===== src/sv/assert_macros.svh =====
// Assertion helpers, included by the RTL file dtsi_ctrl.sv.
`ifndef ASSERT_MACROS_SVH
`define ASSERT_MACROS_SVH

// Check a property on every rising clock edge outside reset.
`define ASSERT_CLK(label, clk, rst_n, prop, msg) \
    label: assert property (@(posedge clk) disable iff (!rst_n) (prop)) \
        else $error(msg);

// Check that a condition leads to a consequence on the next clock edge.
`define ASSERT_NEXT(label, clk, rst_n, cond, cons, msg) \
    label: assert property (@(posedge clk) disable iff (!rst_n) (cond) |=> (cons)) \
        else $error(msg);

`endif


===== src/sv/dtsi_pkg.sv =====
package dtsi_pkg;

    localparam int BYTE_W    = 8;
    localparam int VALUE_W   = 64;
    localparam int CFG_W     = 6;
    localparam int CFG_IDX_W = 2;
    localparam int FRAC_W    = 7;

    localparam logic [FRAC_W-1:0] FRAC_MAX   = 7'd127;
    localparam logic [CFG_W-1:0]  MAX_DIGITS = 6'd38;
    localparam logic [CFG_W-1:0]  DIGITS_W16 = 6'd4;
    localparam logic [CFG_W-1:0]  DIGITS_W32 = 6'd9;
    localparam logic [CFG_W-1:0]  DIGITS_W64 = 6'd18;
    localparam logic [CFG_W-1:0]  SCALE_RESET     = 6'd0;
    localparam logic [CFG_W-1:0]  PRECISION_RESET = 6'd18;

    localparam logic [BYTE_W-1:0] CHAR_ZERO  = 8'h30;
    localparam logic [BYTE_W-1:0] CHAR_MINUS = 8'h2D;
    localparam logic [BYTE_W-1:0] CHAR_DOT   = 8'h2E;

    // Configuration register indexes
    typedef enum logic [CFG_IDX_W-1:0] {
        CFG_SCALE     = 2'd0,
        CFG_PRECISION = 2'd1
    } cfg_index_t;

    // Storage width codes
    typedef enum logic [1:0] {
        WIDTH_16  = 2'd0,
        WIDTH_32  = 2'd1,
        WIDTH_64  = 2'd2,
        WIDTH_128 = 2'd3
    } width_code_t;

    // Request to the result formatter
    typedef struct packed {
        logic [VALUE_W-1:0] value;
        logic               negate;
        logic [CFG_W-1:0]   precision;
    } fmt_req_t;

endpackage


===== src/sv/dtsi_char_if.sv =====
interface dtsi_char_if;
    import dtsi_pkg::*;

    logic              valid;
    logic              ready;
    logic [BYTE_W-1:0] char_byte;
    logic              end_of_text;

    modport source (output valid, output char_byte, output end_of_text, input ready);
    modport sink   (input valid, input char_byte, input end_of_text, output ready);
endinterface


===== src/sv/dtsi_result_if.sv =====
interface dtsi_result_if;
    import dtsi_pkg::*;

    logic               valid;
    logic               ready;
    logic [VALUE_W-1:0] scaled_value;
    logic [1:0]         width_code;

    modport source (output valid, output scaled_value, output width_code, input ready);
    modport sink   (input valid, input scaled_value, input width_code, output ready);
endinterface


===== src/sv/dtsi_cfg_if.sv =====
interface dtsi_cfg_if;
    import dtsi_pkg::*;

    logic                 valid;
    logic                 ready;
    logic [CFG_IDX_W-1:0] index;
    logic [CFG_W-1:0]     data;

    modport source (output valid, output index, output data, input ready);
    modport sink   (input valid, input index, input data, output ready);
endinterface


===== src/sv/decimal_text_to_scaled_int.sv =====
// Channel     Role    Payload
// char_in     sink    char_byte[7:0], end_of_text
// result_out  source  scaled_value[63:0] (signed), width_code[1:0]
// cfg         sink    index[1:0] (0 scale, 1 precision), data[5:0]
//
// Each character but a minus or the first dot is folded in by the shared
// multiply-by-ten adder. After the last character the same unit multiplies
// by ten max(0, scale - fraction count) more times (up to 63), then the
// result register loads. That load waits while an earlier result is not yet
// taken; no character is accepted from the last character until the load.
// Async reset clears the number state; scale resets to 0, precision to 18.
module decimal_text_to_scaled_int (
    input  logic          clk,
    input  logic          rst_n,
    dtsi_char_if.sink     char_in,
    dtsi_result_if.source result_out,
    dtsi_cfg_if.sink      cfg
);
    import dtsi_pkg::*;

    logic [VALUE_W-1:0] mac_a;
    logic [VALUE_W-1:0] mac_addend;
    logic [VALUE_W-1:0] mac_y;
    fmt_req_t           fmt_req;
    logic [VALUE_W-1:0] fmt_value;
    width_code_t        fmt_code;

    dtsi_ctrl u_ctrl (
        .clk        (clk),
        .rst_n      (rst_n),
        .char_in    (char_in),
        .result_out (result_out),
        .cfg        (cfg),
        .mac_a      (mac_a),
        .mac_addend (mac_addend),
        .mac_y      (mac_y),
        .fmt_req    (fmt_req),
        .fmt_value  (fmt_value),
        .fmt_code   (fmt_code)
    );

    dtsi_mac10 u_mac10 (
        .a      (mac_a),
        .addend (mac_addend),
        .y      (mac_y)
    );

    dtsi_fmt u_fmt (
        .req   (fmt_req),
        .value (fmt_value),
        .code  (fmt_code)
    );
endmodule


===== src/sv/dtsi_mac10.sv =====
module dtsi_mac10 (
    input  logic [dtsi_pkg::VALUE_W-1:0] a,
    input  logic [dtsi_pkg::VALUE_W-1:0] addend,
    output logic [dtsi_pkg::VALUE_W-1:0] y
);
    import dtsi_pkg::*;

    // Multiply by ten as 8a + 2a, then add, wrapping at the word width
    assign y = (a << 3) + (a << 1) + addend;
endmodule


===== src/sv/dtsi_fmt.sv =====
module dtsi_fmt (
    input  dtsi_pkg::fmt_req_t            req,
    output logic [dtsi_pkg::VALUE_W-1:0]  value,
    output dtsi_pkg::width_code_t         code
);
    import dtsi_pkg::*;

    logic [VALUE_W-1:0] signed_v;
    logic [CFG_W-1:0]   prec;

    // Apply the sign; negation commutes with the scaling by ten
    assign signed_v = req.negate ? (VALUE_W'(0) - req.value) : req.value;
    assign prec     = (req.precision > MAX_DIGITS) ? MAX_DIGITS : req.precision;

    // Pick storage width; for 16 and 32 bits truncate and sign-extend
    always_comb
    begin
        if (prec <= DIGITS_W16)
        begin
            code  = WIDTH_16;
            value = {{(VALUE_W-16){signed_v[15]}}, signed_v[15:0]};
        end
        else if (prec <= DIGITS_W32)
        begin
            code  = WIDTH_32;
            value = {{(VALUE_W-32){signed_v[31]}}, signed_v[31:0]};
        end
        else if (prec <= DIGITS_W64)
        begin
            code  = WIDTH_64;
            value = signed_v;
        end
        else
        begin
            code  = WIDTH_128;
            value = signed_v;
        end
    end
endmodule


===== src/sv/dtsi_ctrl.sv =====
module dtsi_ctrl (
    input  logic                          clk,
    input  logic                          rst_n,
    dtsi_char_if.sink                     char_in,
    dtsi_result_if.source                 result_out,
    dtsi_cfg_if.sink                      cfg,
    output logic [dtsi_pkg::VALUE_W-1:0]  mac_a,
    output logic [dtsi_pkg::VALUE_W-1:0]  mac_addend,
    input  logic [dtsi_pkg::VALUE_W-1:0]  mac_y,
    output dtsi_pkg::fmt_req_t            fmt_req,
    input  logic [dtsi_pkg::VALUE_W-1:0]  fmt_value,
    input  dtsi_pkg::width_code_t         fmt_code
);
    import dtsi_pkg::*;
    `include "assert_macros.svh"

    typedef enum logic [1:0] {
        S_ACC,
        S_SCALE,
        S_DONE
    } state_t;

    state_t             state_reg, state_next;
    logic [VALUE_W-1:0] acc_reg, acc_next;
    logic               at_start_reg, at_start_next;
    logic               minus_reg, minus_next;
    logic               dot_reg, dot_next;
    logic [FRAC_W-1:0]  frac_reg, frac_next;
    logic [CFG_W-1:0]   cnt_reg, cnt_next;
    logic [CFG_W-1:0]   scale_reg, scale_next;
    logic [CFG_W-1:0]   precision_reg, precision_next;
    logic               out_valid_reg, out_valid_next;
    logic [VALUE_W-1:0] out_value_reg, out_value_next;
    width_code_t        out_code_reg, out_code_next;

    logic              accept;
    logic              is_minus;
    logic              first_dot;
    logic              fold;
    logic [FRAC_W-1:0] frac_acc;
    logic              load;

    // Character decode
    assign char_in.ready = (state_reg == S_ACC);
    assign accept    = char_in.valid && char_in.ready;
    assign is_minus  = (char_in.char_byte == CHAR_MINUS);
    assign first_dot = (char_in.char_byte == CHAR_DOT) && !dot_reg;
    assign fold      = !first_dot && !is_minus;
    assign frac_acc  = (!first_dot && dot_reg && frac_reg != FRAC_MAX)
                       ? frac_reg + FRAC_W'(1) : frac_reg;

    // Shared unit operands: fold a digit while accumulating, scale otherwise
    assign mac_a      = acc_reg;
    assign mac_addend = (state_reg == S_ACC)
                        ? ({{(VALUE_W-BYTE_W){1'b0}}, char_in.char_byte}
                           - {{(VALUE_W-BYTE_W){1'b0}}, CHAR_ZERO})
                        : '0;

    assign fmt_req.value     = acc_reg;
    assign fmt_req.negate    = minus_reg;
    assign fmt_req.precision = precision_reg;

    assign load = (state_reg == S_DONE) && (!out_valid_reg || result_out.ready);

    assign result_out.valid        = out_valid_reg;
    assign result_out.scaled_value = out_value_reg;
    assign result_out.width_code   = out_code_reg;
    assign cfg.ready               = 1'b1;

    // Next-state logic
    always_comb
    begin
        state_next     = state_reg;
        acc_next       = acc_reg;
        at_start_next  = at_start_reg;
        minus_next     = minus_reg;
        dot_next       = dot_reg;
        frac_next      = frac_reg;
        cnt_next       = cnt_reg;
        scale_next     = scale_reg;
        precision_next = precision_reg;
        out_valid_next = out_valid_reg;
        out_value_next = out_value_reg;
        out_code_next  = out_code_reg;

        // Drop the result once taken
        if (out_valid_reg && result_out.ready)
            out_valid_next = 1'b0;

        case (state_reg)
            S_ACC:
            begin
                if (accept)
                begin
                    if (fold)
                        acc_next = mac_y;
                    at_start_next = 1'b0;
                    minus_next    = minus_reg || (at_start_reg && is_minus);
                    dot_next      = dot_reg || first_dot;
                    frac_next     = frac_acc;
                    if (char_in.end_of_text)
                    begin
                        if ({1'b0, scale_reg} > frac_acc)
                        begin
                            cnt_next   = scale_reg - frac_acc[CFG_W-1:0];
                            state_next = S_SCALE;
                        end
                        else
                            state_next = S_DONE;
                    end
                end
            end
            S_SCALE:
            begin
                acc_next = mac_y;
                cnt_next = cnt_reg - CFG_W'(1);
                if (cnt_reg == CFG_W'(1))
                    state_next = S_DONE;
            end
            S_DONE:
            begin
                if (load)
                begin
                    out_valid_next = 1'b1;
                    out_value_next = fmt_value;
                    out_code_next  = fmt_code;
                    acc_next       = '0;
                    at_start_next  = 1'b1;
                    minus_next     = 1'b0;
                    dot_next       = 1'b0;
                    frac_next      = '0;
                    state_next     = S_ACC;
                end
            end
            default:
                state_next = S_ACC;
        endcase

        // Configuration writes
        if (cfg.valid && cfg.ready)
        begin
            case (cfg.index)
                CFG_SCALE:     scale_next     = cfg.data;
                CFG_PRECISION: precision_next = cfg.data;
                default:       ;
            endcase
        end
    end

    // State and registered outputs
    always_ff @(posedge clk or negedge rst_n)
    begin
        if (!rst_n)
        begin
            state_reg     <= S_ACC;
            acc_reg       <= '0;
            at_start_reg  <= 1'b1;
            minus_reg     <= 1'b0;
            dot_reg       <= 1'b0;
            frac_reg      <= '0;
            cnt_reg       <= '0;
            scale_reg     <= SCALE_RESET;
            precision_reg <= PRECISION_RESET;
            out_valid_reg <= 1'b0;
            out_value_reg <= '0;
            out_code_reg  <= WIDTH_16;
        end
        else
        begin
            state_reg     <= state_next;
            acc_reg       <= acc_next;
            at_start_reg  <= at_start_next;
            minus_reg     <= minus_next;
            dot_reg       <= dot_next;
            frac_reg      <= frac_next;
            cnt_reg       <= cnt_next;
            scale_reg     <= scale_next;
            precision_reg <= precision_next;
            out_valid_reg <= out_valid_next;
            out_value_reg <= out_value_next;
            out_code_reg  <= out_code_next;
        end
    end

    `ASSERT_CLK(a_scale_cnt_live, clk, rst_n, (state_reg != S_SCALE) || (cnt_reg != '0), "scaling with zero count")
    `ASSERT_NEXT(a_scale_cnt_step, clk, rst_n, (state_reg == S_SCALE) && (cnt_reg > CFG_W'(1)), (state_reg == S_SCALE) && (cnt_reg == $past(cnt_reg) - CFG_W'(1)), "scale count skipped")
    `ASSERT_NEXT(a_clear_after_load, clk, rst_n, load, (acc_reg == '0) && at_start_reg && !dot_reg && out_valid_reg, "number state not cleared after result")
endmodule

===== src/flat_wrapper.sv =====
// flat-port wrapper written by rule: the top's interface ports become plain ports
module decimal_text_to_scaled_int_flat import dtsi_pkg::*;
  (clk, rst_n, char_in_valid, char_in_char_byte, char_in_end_of_text, char_in_ready, result_out_valid, result_out_scaled_value, result_out_width_code, result_out_ready, cfg_valid, cfg_index, cfg_data, cfg_ready);
  dtsi_char_if char_in_i ();
  dtsi_result_if result_out_i ();
  dtsi_cfg_if cfg_i ();
  input  logic clk;
  input  logic rst_n;
  input wire logic [$bits(char_in_i.valid)-1:0] char_in_valid;
  input wire logic [$bits(char_in_i.char_byte)-1:0] char_in_char_byte;
  input wire logic [$bits(char_in_i.end_of_text)-1:0] char_in_end_of_text;
  output wire logic [$bits(char_in_i.ready)-1:0] char_in_ready;
  output wire logic [$bits(result_out_i.valid)-1:0] result_out_valid;
  output wire logic [$bits(result_out_i.scaled_value)-1:0] result_out_scaled_value;
  output wire logic [$bits(result_out_i.width_code)-1:0] result_out_width_code;
  input wire logic [$bits(result_out_i.ready)-1:0] result_out_ready;
  input wire logic [$bits(cfg_i.valid)-1:0] cfg_valid;
  input wire logic [$bits(cfg_i.index)-1:0] cfg_index;
  input wire logic [$bits(cfg_i.data)-1:0] cfg_data;
  output wire logic [$bits(cfg_i.ready)-1:0] cfg_ready;
  assign char_in_i.valid = char_in_valid;
  assign char_in_i.char_byte = char_in_char_byte;
  assign char_in_i.end_of_text = char_in_end_of_text;
  assign char_in_ready = char_in_i.ready;
  assign result_out_valid = result_out_i.valid;
  assign result_out_scaled_value = result_out_i.scaled_value;
  assign result_out_width_code = result_out_i.width_code;
  assign result_out_i.ready = result_out_ready;
  assign cfg_i.valid = cfg_valid;
  assign cfg_i.index = cfg_index;
  assign cfg_i.data = cfg_data;
  assign cfg_ready = cfg_i.ready;
  decimal_text_to_scaled_int u_core (.clk(clk), .rst_n(rst_n), .char_in(char_in_i), .result_out(result_out_i), .cfg(cfg_i));
endmodule

===== config.mk =====
export PLATFORM = sky130hd
export DESIGN_NAME = decimal_text_to_scaled_int_flat
export DESIGN_NICKNAME = d
export VERILOG_FILES = /design/src/sv/dtsi_pkg.sv /design/src/sv/dtsi_char_if.sv /design/src/sv/dtsi_result_if.sv /design/src/sv/dtsi_cfg_if.sv /design/src/sv/decimal_text_to_scaled_int.sv /design/src/sv/dtsi_mac10.sv /design/src/sv/dtsi_fmt.sv /design/src/sv/dtsi_ctrl.sv /design/src/flat_wrapper.sv
export VERILOG_INCLUDE_DIRS = /design/src /design/src/sv
export SDC_FILE = /design/constraint.sdc
export NUM_CORES = 1
export LEC_CHECK = 0
export ABC_AREA = 1
export BUFFER_PORTS_ARGS = -buffer_cell sky130_fd_sc_hd__buf_2
export CORE_MARGIN = 5
export CORE_UTILIZATION = 40
export DETAILED_ROUTE_END_ITERATION = 6
export GPL_TIMING_DRIVEN = 0
export HOLD_SLACK_MARGIN = 0.08
export PLACE_DENSITY = 0.64
export SLEW_MARGIN = 20
export SYNTH_ARGS = -nofsm -noshare
export SYNTH_HDL_FRONTEND = slang
export SYNTH_HIERARCHICAL = 1
export SYNTH_SLANG_ARGS = --single-unit

===== constraint.sdc =====
create_clock -name clk -period 17.5 [get_ports clk]
set_input_delay 4.375 -clock clk [delete_from_list [all_inputs] [get_ports clk]]
set_output_delay 4.375 -clock clk [all_outputs]
set_load 0.05 [all_outputs]

==> results by stage, run 1 <==
Clock tree:
- For the worst-skew pair, the clock arrives at the later sink with an insertion delay of around 0.45 ns.
- The number of sinks driven by the clock tree is 161.
- In this run the clock root is driven by a sky130_fd_sc_hd__clkbuf_16.
- The CTS tree is yes.
- Clock tree synthesis inserted a total of 17 buffers.
- The maximum level of the CTS H-tree is 4.
- The number of buffers added to fix hold violations after cts is 0.
- In this run the post-CTS setup repair buffer count came out at 0.
- After clock tree synthesis, the clock-pin slew on the worst setup and hold paths is around 0.07 ns.
- The largest buffer count on any clock path is 2.
- The post-cts resize count is 0.

Finish:
- In the final layout, the share of cells above drive strength 1 is 0.132.
- The post-layout net count is 3135.
- After filler insertion, the fill cell instance count of the layout stands at around 4800.
- The area overhead of the layout relative to synthesis is 10.3%.
- The repair_antennas step left the layout with diodes totalling 0.

Worst hold path:
- The tightest min-delay check is of the reg -> reg type.
- For hold timing, the worst endpoint is u_core/u_ctrl/result_out.scaled_value[36]$_DFFE_PN0P_.
- The startpoint identified for the worst hold timing path is u_core/u_ctrl/result_out.scaled_value[36]$_DFFE_PN0P_.
- The number of cells traversed by the worst hold path is 2.

Critical path:
- On the critical path, the stage with the largest delay is an instance of sky130_fd_sc_hd__nor4_2.
- The type of element capturing the critical path is a register.
- The worst path required time is between 15 and 20 ns.
- In this design, the stage delay of the slowest critical-path cell is between 0.5 and 0.6 ns.
- Counting stages on the worst path, the most repeated cell is sky130_fd_sc_hd__buf_2.
- The type of the worst setup path is in -> reg.
- The number of cells on the critical path is 20.
- The arrival time of data at the critical path endpoint is 8.99 ns.
- The type of element launching the critical path is an input pin.
- For the worst flop-to-flop path, the logic depth is 20.
- The endpoint identified for the worst register-to-register timing path is u_core/u_ctrl/mac_a[50]$_DFFE_PN0P_.
- The critical path contains buffers and inverters numbering 7 combined.
- The worst-path maximum fanout is 10.
- The startpoint identified for the worst register-to-register timing path is u_core/u_ctrl/state_reg[1]$_DFFE_PN0P_.
- The setup slack on the worst flop-to-flop path is 12.23 ns.
- Traced cell by cell, the critical path runs through buf_2 > ha_1 > nor4_2 > buf_2 > buf_2 > buf_2 > buf_2 > buf_2 > buf_4 > fa_1 > ha_1 > nand2_1 > nor2_1 > nand2_1 > nor3_1 > nand3_1 > nand4_1 > nand2_1 > nand3_1 > o21ai_0.
- The family with the most delay on the worst path is simple AND/OR/NAND/NOR gates.

Logic synthesis:
- The number of warnings issued by yosys is 6.
- Synthesis produced about 2900 cells.
- When the netlist entered floorplanning its net count stood at 3020.
- In this run the mean area of a mapped cell was just over 6 sq um.
- After synthesis the cells add up to 17800 sq um.

GRT:
- The first global-routing pass estimated around 90000 microns of wire.
- Entering global routing, the biggest net connects 84 pins.
- The sum of overflow across all layers after global routing is 0.
- The number of global-route vias before repair was 17000.
- The all-layer global routing usage is 0.226.
- The number of antenna violations at the first check in global routing was 0.

Detailed routing:
- The routed design has around 56000 microns of wire.
- In the final routed layout, each cell accounts on average for 15.5 microns.
- For this run, design rule violations remaining after detail routing come to 0.
- The post-detailed-route count of antenna-violating nets is 0.
- For this block, the via count after detailed routing is about 17000.
- The detailed router's first-iteration violation count is 1221.
- The detailed-routing iteration count for the pre-antenna-repair pass is 5.
- Using the TritonRoute via totals, the vias-per-cell ratio works out to 4.83.

STA:
- Setup repair after global routing left no endpoint under its margin.
- The final worst-path setup slack is 8.85 ns.
- Setup violations remaining at the end of the flow were counted as 0.
- The final count of hold timing violations was 0.
- Clock skew on the completed layout was measured at ~0.01 ns.
- The worst path needs 8.65 ns of the cycle, external delays included.
- The headroom to the max-slew limit is 0.347.
- In the finished design, the share of the clock period the worst path needs comes to 0.495.
- The number of slew-limit violations in the final report is 0.
- The sum of negative setup slack is 0 ns.
- At the pin with the least slew margin, the transition time is ~0.97 ns.
- The highest achievable clock rate is approximately 0.12 GHz.

Floorplan:
- The die area is about 50000 sq um.
- The number of I/O pins is 91.
- Row generation in the floorplan step produced a little under 80 rows.
- The floorplan step set the die width to 221 microns.
- The initial utilization of the core area, before any placement, comes to 0.404.
- The y dimension of the die is ~220 microns.
- The core region is 44100 sq um.

Placement:
- Input and output buffers added on the ports amount to a little under 90.
- The congestion estimate from routability-driven global placement came to 0.986.
- The HPWL after detailed placement is around 48000 microns.
- Before CTS, the worst setup slack after placement is 8.40 ns.

Job:
- The tool flagged a number of max-cap violations equal to 0.

Status:
- The flow ran to the end, and the final reports show no timing, DRC or antenna violations.
-- metal layers --
metal,wire (microns),part of all wire,vias up,global-route usage
li1,-,-,8863,-
met1,26100,0.47,7958,0.309
met2,25800,0.46,404,0.384
met3,2010,0.036,84,0.0200
met4,1640,0.030,0,0.0684
met5,0,0,-,0
-- worst max-delay path by stage --
stage,start,end,slack [ns]
after global routing,char_in_char_byte[4],u_core/u_ctrl/mac_a[50]$_DFFE_PN0P_,8.49
after CTS,char_in_char_byte[4],u_core/u_ctrl/mac_a[50]$_DFFE_PN0P_,8.87
after global placement,char_in_char_byte[4],u_core/u_ctrl/mac_a[52]$_DFFE_PN0P_,3.46
after detailed placement,char_in_char_byte[4],u_core/u_ctrl/mac_a[50]$_DFFE_PN0P_,8.40
final,char_in_char_byte[4],u_core/u_ctrl/mac_a[50]$_DFFE_PN0P_,8.85
after floorplan,char_in_char_byte[4],u_core/u_ctrl/mac_a[57]$_DFFE_PN0P_,6.47
-- worst register-to-register path, delay by kind of cell (launching register included) --
kind	cells	cell delay (ns)
fa+ha+maj	2	0.83
compound gates	1	0.09
simple gates	10	2.18
buf+inv	7	1.64
flops	1	0.42
-- cell type report --
class | instances | area (sq um) | share of cell area
Inverter | 465 | 1750 | 0.0888
Clock buffer | 18 | 429 | 0.0218
Sequential cell | 161 | 4030 | 0.205
Timing Repair Buffer | 96 | 513 | 0.0261
Buffer | 175 | 1180 | 0.0603
Tap cell | 592 | 741 | 0.0377
Multi-Input combinational cell | 2063 | 10900 | 0.553
Clock inverter | 14 | 143 | 0.00725
-- through the flow --
stage / hold slack [ns] / utilization / cell area [sq um] / cells
global placement: 0.451 / 0.431 / 19000 / 3545
finish: 0.463 / 0.446 / 19700 / 3584
floorplan: 0.444 / - / 17800 / 2864
global route: 0.492 / 0.446 / 19700 / 3584
detailed placement: 0.454 / 0.433 / 19100 / 3552
CTS: 0.468 / 0.446 / 19700 / 3584
-- cell usage in the layout (no fill, tap or decap), drive strengths merged, types with 5 or more instances in the layout --
master / instances
a21oi: 51
buf: 246
clkbuf: 43
clkinv: 6
dfrtp: 158
fa: 62
ha: 72
inv: 471
nand2: 1115
nand3: 195
nand3b: 14
nand4: 32
nor2: 277
nor3: 17
nor4: 5
o21ai: 128
o21bai: 9
xnor2: 17
xor2: 51
Power of run 1 is left out: the tool's default activity adds up to more than one toggle a clock period on the data nets, which glitch-free logic cannot reach.
==> inputs of run 2 (changes only) <==
- ABC_AREA: 1 -> 0
- clock period: 17.5 -> 9 ns (I/O delays scaled with it)
==> results by stage, run 2 <==
Status:
- The flow ran to the end, and the final reports show no timing, DRC or antenna violations.

Critical path:
- The arrival time of data at the critical path endpoint is 7.36 ns.
- By instance count, the cell type seen most on the critical path is sky130_fd_sc_hd__buf_4.
- In this run the worst path has a maximum fanout of 17.
- The type of element launching the critical path is an input pin.
- Traced cell by cell, the critical path runs through buf_2 > ha_1 > nor4_4 > buf_4 > buf_4 > buf_4 > fa_1 > ha_1 > a21oi_1 > o21ai_0 > a21oi_1 > nor3_1 > a2111oi_1 > nor3_1 > o31ai_1 > xnor2_1 > a32o_1.
- For this run, the slowest stage of the critical path takes 0.92 ns.
- The highest-delay cell along the critical path is sky130_fd_sc_hd__a2111oi_1.
- Across all register-to-register paths, the minimum setup slack is 3.20 ns.
- The type of element capturing the critical path is a register.
- The critical path is of the in -> reg type.
- The worst path required time is 9.34 ns.

Detailed routing:
- The met3 wire length is 2020 microns.
- The via density per instance is 5.76.
- After detailed routing, the total wire length is 43400 microns.
- The post-detailed-route count of antenna-violating nets is 0.
- The detailed router's first-iteration violation count is 1156.
- Wire segments on met2 add up to ~20000 microns in the final route.
- The average routed wire per standard cell is 19.2 microns.
- The number of design rule violations left after detail routing is 0.
- The first TritonRoute pass finished after 5 iterations.
- The met1 wire length is a little over 20000 microns.
- Summing over every cut layer, the via total after detailed routing is around 13000.
- In this run the top signal layer used is met4.

GRT:
- The number of antenna violations at the first check in global routing is 0.
- Across every metal layer, demand over resource in global routing totals 0.207.
- The number of global-route vias before repair came to 12800.
- The sum of overflow across all layers after global routing is 0.
- Entering global routing, the biggest net connects 62 pins.
- The global-route wire length before repair is approximately 70000 microns.

Clock tree:
- The clock net in this run drives a total of between 150 and 200 sinks.
- The clock transition at the register clock pins on the worst setup and hold paths after CTS is 0.07 ns.
- After clock tree synthesis, the setup repair step added 0 buffers.
- The post-cts resize count is 0.
- The CTS tree is yes.
- The number of buffers added to fix hold violations after cts is 0.
- The source-to-sink clock delay at the later pin of the worst-skew pair is around 0.45 ns.
- The maximum level of the CTS H-tree is 4.
- The largest buffer count on any clock path is 2.
- The tree is rooted in a sky130_fd_sc_hd__clkbuf_16.
- The total CTS buffers is 17.

Finish:
- The commonest non-fill, non-tap cell in the layout is sky130_fd_sc_hd__dfrtp_1.
- The number of antenna diodes in the final layout is 0.
- The library cells used most frequently in the layout, excluding fill and tap cells, are sky130_fd_sc_hd__dfrtp_1 (158), sky130_fd_sc_hd__buf_4 (128), sky130_fd_sc_hd__a21oi_1 (117).
- The share of final-layout standard cells stronger than drive strength 1 is 0.220.
- Compared with the post-synthesis result, the final layout area differs by 12.3%.
- The post-layout net count is 1899.
- The count of filler cells inserted in the layout is 3695.
- The post-layout utilization of the core is 0.454.

STA:
- In this run the tightest slew margin relative to its limit is 0.346.
- Setup repair after global routing left no endpoint under its margin.
- The final count of hold timing violations is 0.
- For the pin with the worst max-slew slack, the measured transition is 0.980 ns.
- The clock period minus final worst setup slack is 7.02 ns.
- The sum of negative setup slack is 0 ns.
- Of the available clock period, the critical path in the final layout requires 0.780.
- The number of slew-limit violations in the final report is 0.
- The worst path meets setup with 1.98 ns of slack.
- The worst clock skew on the final layout is around 0.013 ns.
- The number of endpoints failing setup at the final stage is 0.
- Hold is met by 0.503 ns.
- Static timing analysis puts the maximum clock frequency at around 0.14 GHz.

Logic synthesis:
- The post-synth net total is 1786.
- The post-synthesis cell count is 1630.
- The number of warnings issued by yosys is 6.
- A synthesized cell averages 9.29 sq um.
- The cell area that synthesis handed to floorplanning was 15100 sq um.

Floorplan:
- In this run the standard cell core region covers 37500 sq um.
- For this configuration, the core starts out at a cell density of 0.404.
- The overall die width is 205 microns.
- The floorplan has 71 rows.
- For this design the top-level I/O count stands at just over 90.
- The die covers 41800 sq um.
- The die is roughly 200 microns tall.

Job:
- The count of maximum capacitance violations is 0.

Placement:
- The count of buffers from port buffering is 88.
- Prior to clock tree synthesis, the placed netlist has a worst setup slack of ~1.7 ns.
- The congestion estimate from routability-driven global placement came to around 0.97.
- The HPWL after detailed placement is around 35000 microns.

Worst hold path:
- The tightest min-delay check is of the reg -> reg type.
## run 2: changes by cell type in the layout (fill, tap and decap cells not counted), moves of 44 or more
cell and change:
sky130_fd_sc_hd__inv_1 -413, sky130_fd_sc_hd__nand3_1 -150, sky130_fd_sc_hd__nand2_2 -55, sky130_fd_sc_hd__a32o_1 +65, sky130_fd_sc_hd__nor2_1 -171, sky130_fd_sc_hd__a21oi_1 +67
sky130_fd_sc_hd__nand2_1 -951, sky130_fd_sc_hd__mux2_2 +77, sky130_fd_sc_hd__clkbuf_1 +44
## run 2: metrics by stage
step                      cells  instance area, sq um
after global routing       2267                 17000
after CTS                  2267                 17000
after floorplan            1630                 15100
after global placement     2229                 16200
after detailed placement   2235                 16300
final                      2267                 17000
## run 2: final cells by class
cell class	instances	area (sq um)	share of cell area
buffer	208	1290	0.0762
clock buffer	18	439	0.0258
clock inverter	14	225	0.0132
inverter	47	176	0.0104
multi-input combinational	1214	9660	0.568
sequential	161	4030	0.237
tap	511	639	0.0376
timing repair buffer	94	539	0.0317
## run 2: final timing paths
| kind | startpoint | endpoint | cells after the start |
|---|---|---|---|
| worst max-delay path | char_in_char_byte[4] | u_core/u_ctrl/mac_a[63]$_DFFE_PN0P_ | 17 |
| worst min-delay path | u_core/u_ctrl/result_out.scaled_value[21]$_DFFE_PN0P_ | u_core/u_ctrl/result_out.scaled_value[21]$_DFFE_PN0P_ | 1 |
| worst max register to register | u_core/u_ctrl/state_reg[1]$_DFFE_PN0P_ | u_core/u_ctrl/mac_a[63]$_DFFE_PN0P_ | 19 |
| worst min register to register | u_core/u_ctrl/result_out.scaled_value[21]$_DFFE_PN0P_ | u_core/u_ctrl/result_out.scaled_value[21]$_DFFE_PN0P_ | 1 |
| max in group asynchronous | rst_n | u_core/u_ctrl/precision_reg[1]$_DFFE_PN1P_ | 3 |
| min in group asynchronous | rst_n | u_core/u_ctrl/mac_a[12]$_DFFE_PN0P_ | 1 |
## run 2: routing by layer
layer  global-route usage  up-vias
met5                    0        -
met4               0.0672        0
met3               0.0228       66
met2                0.333      406
met1                0.293     6436
li1                     -     6142
## run 2: critical path: cells and delay by family
kind | cells | cell delay (ns)
AO/OA/AOI/OAI | 6 | 2.42
adder cells (fa/ha/maj) | 3 | 1.05
buffers and inverters | 4 | 0.77
AND/OR/NAND/NOR | 3 | 0.73
XOR/XNOR | 1 | 0.13
Power of run 2 is left out for the same reason.
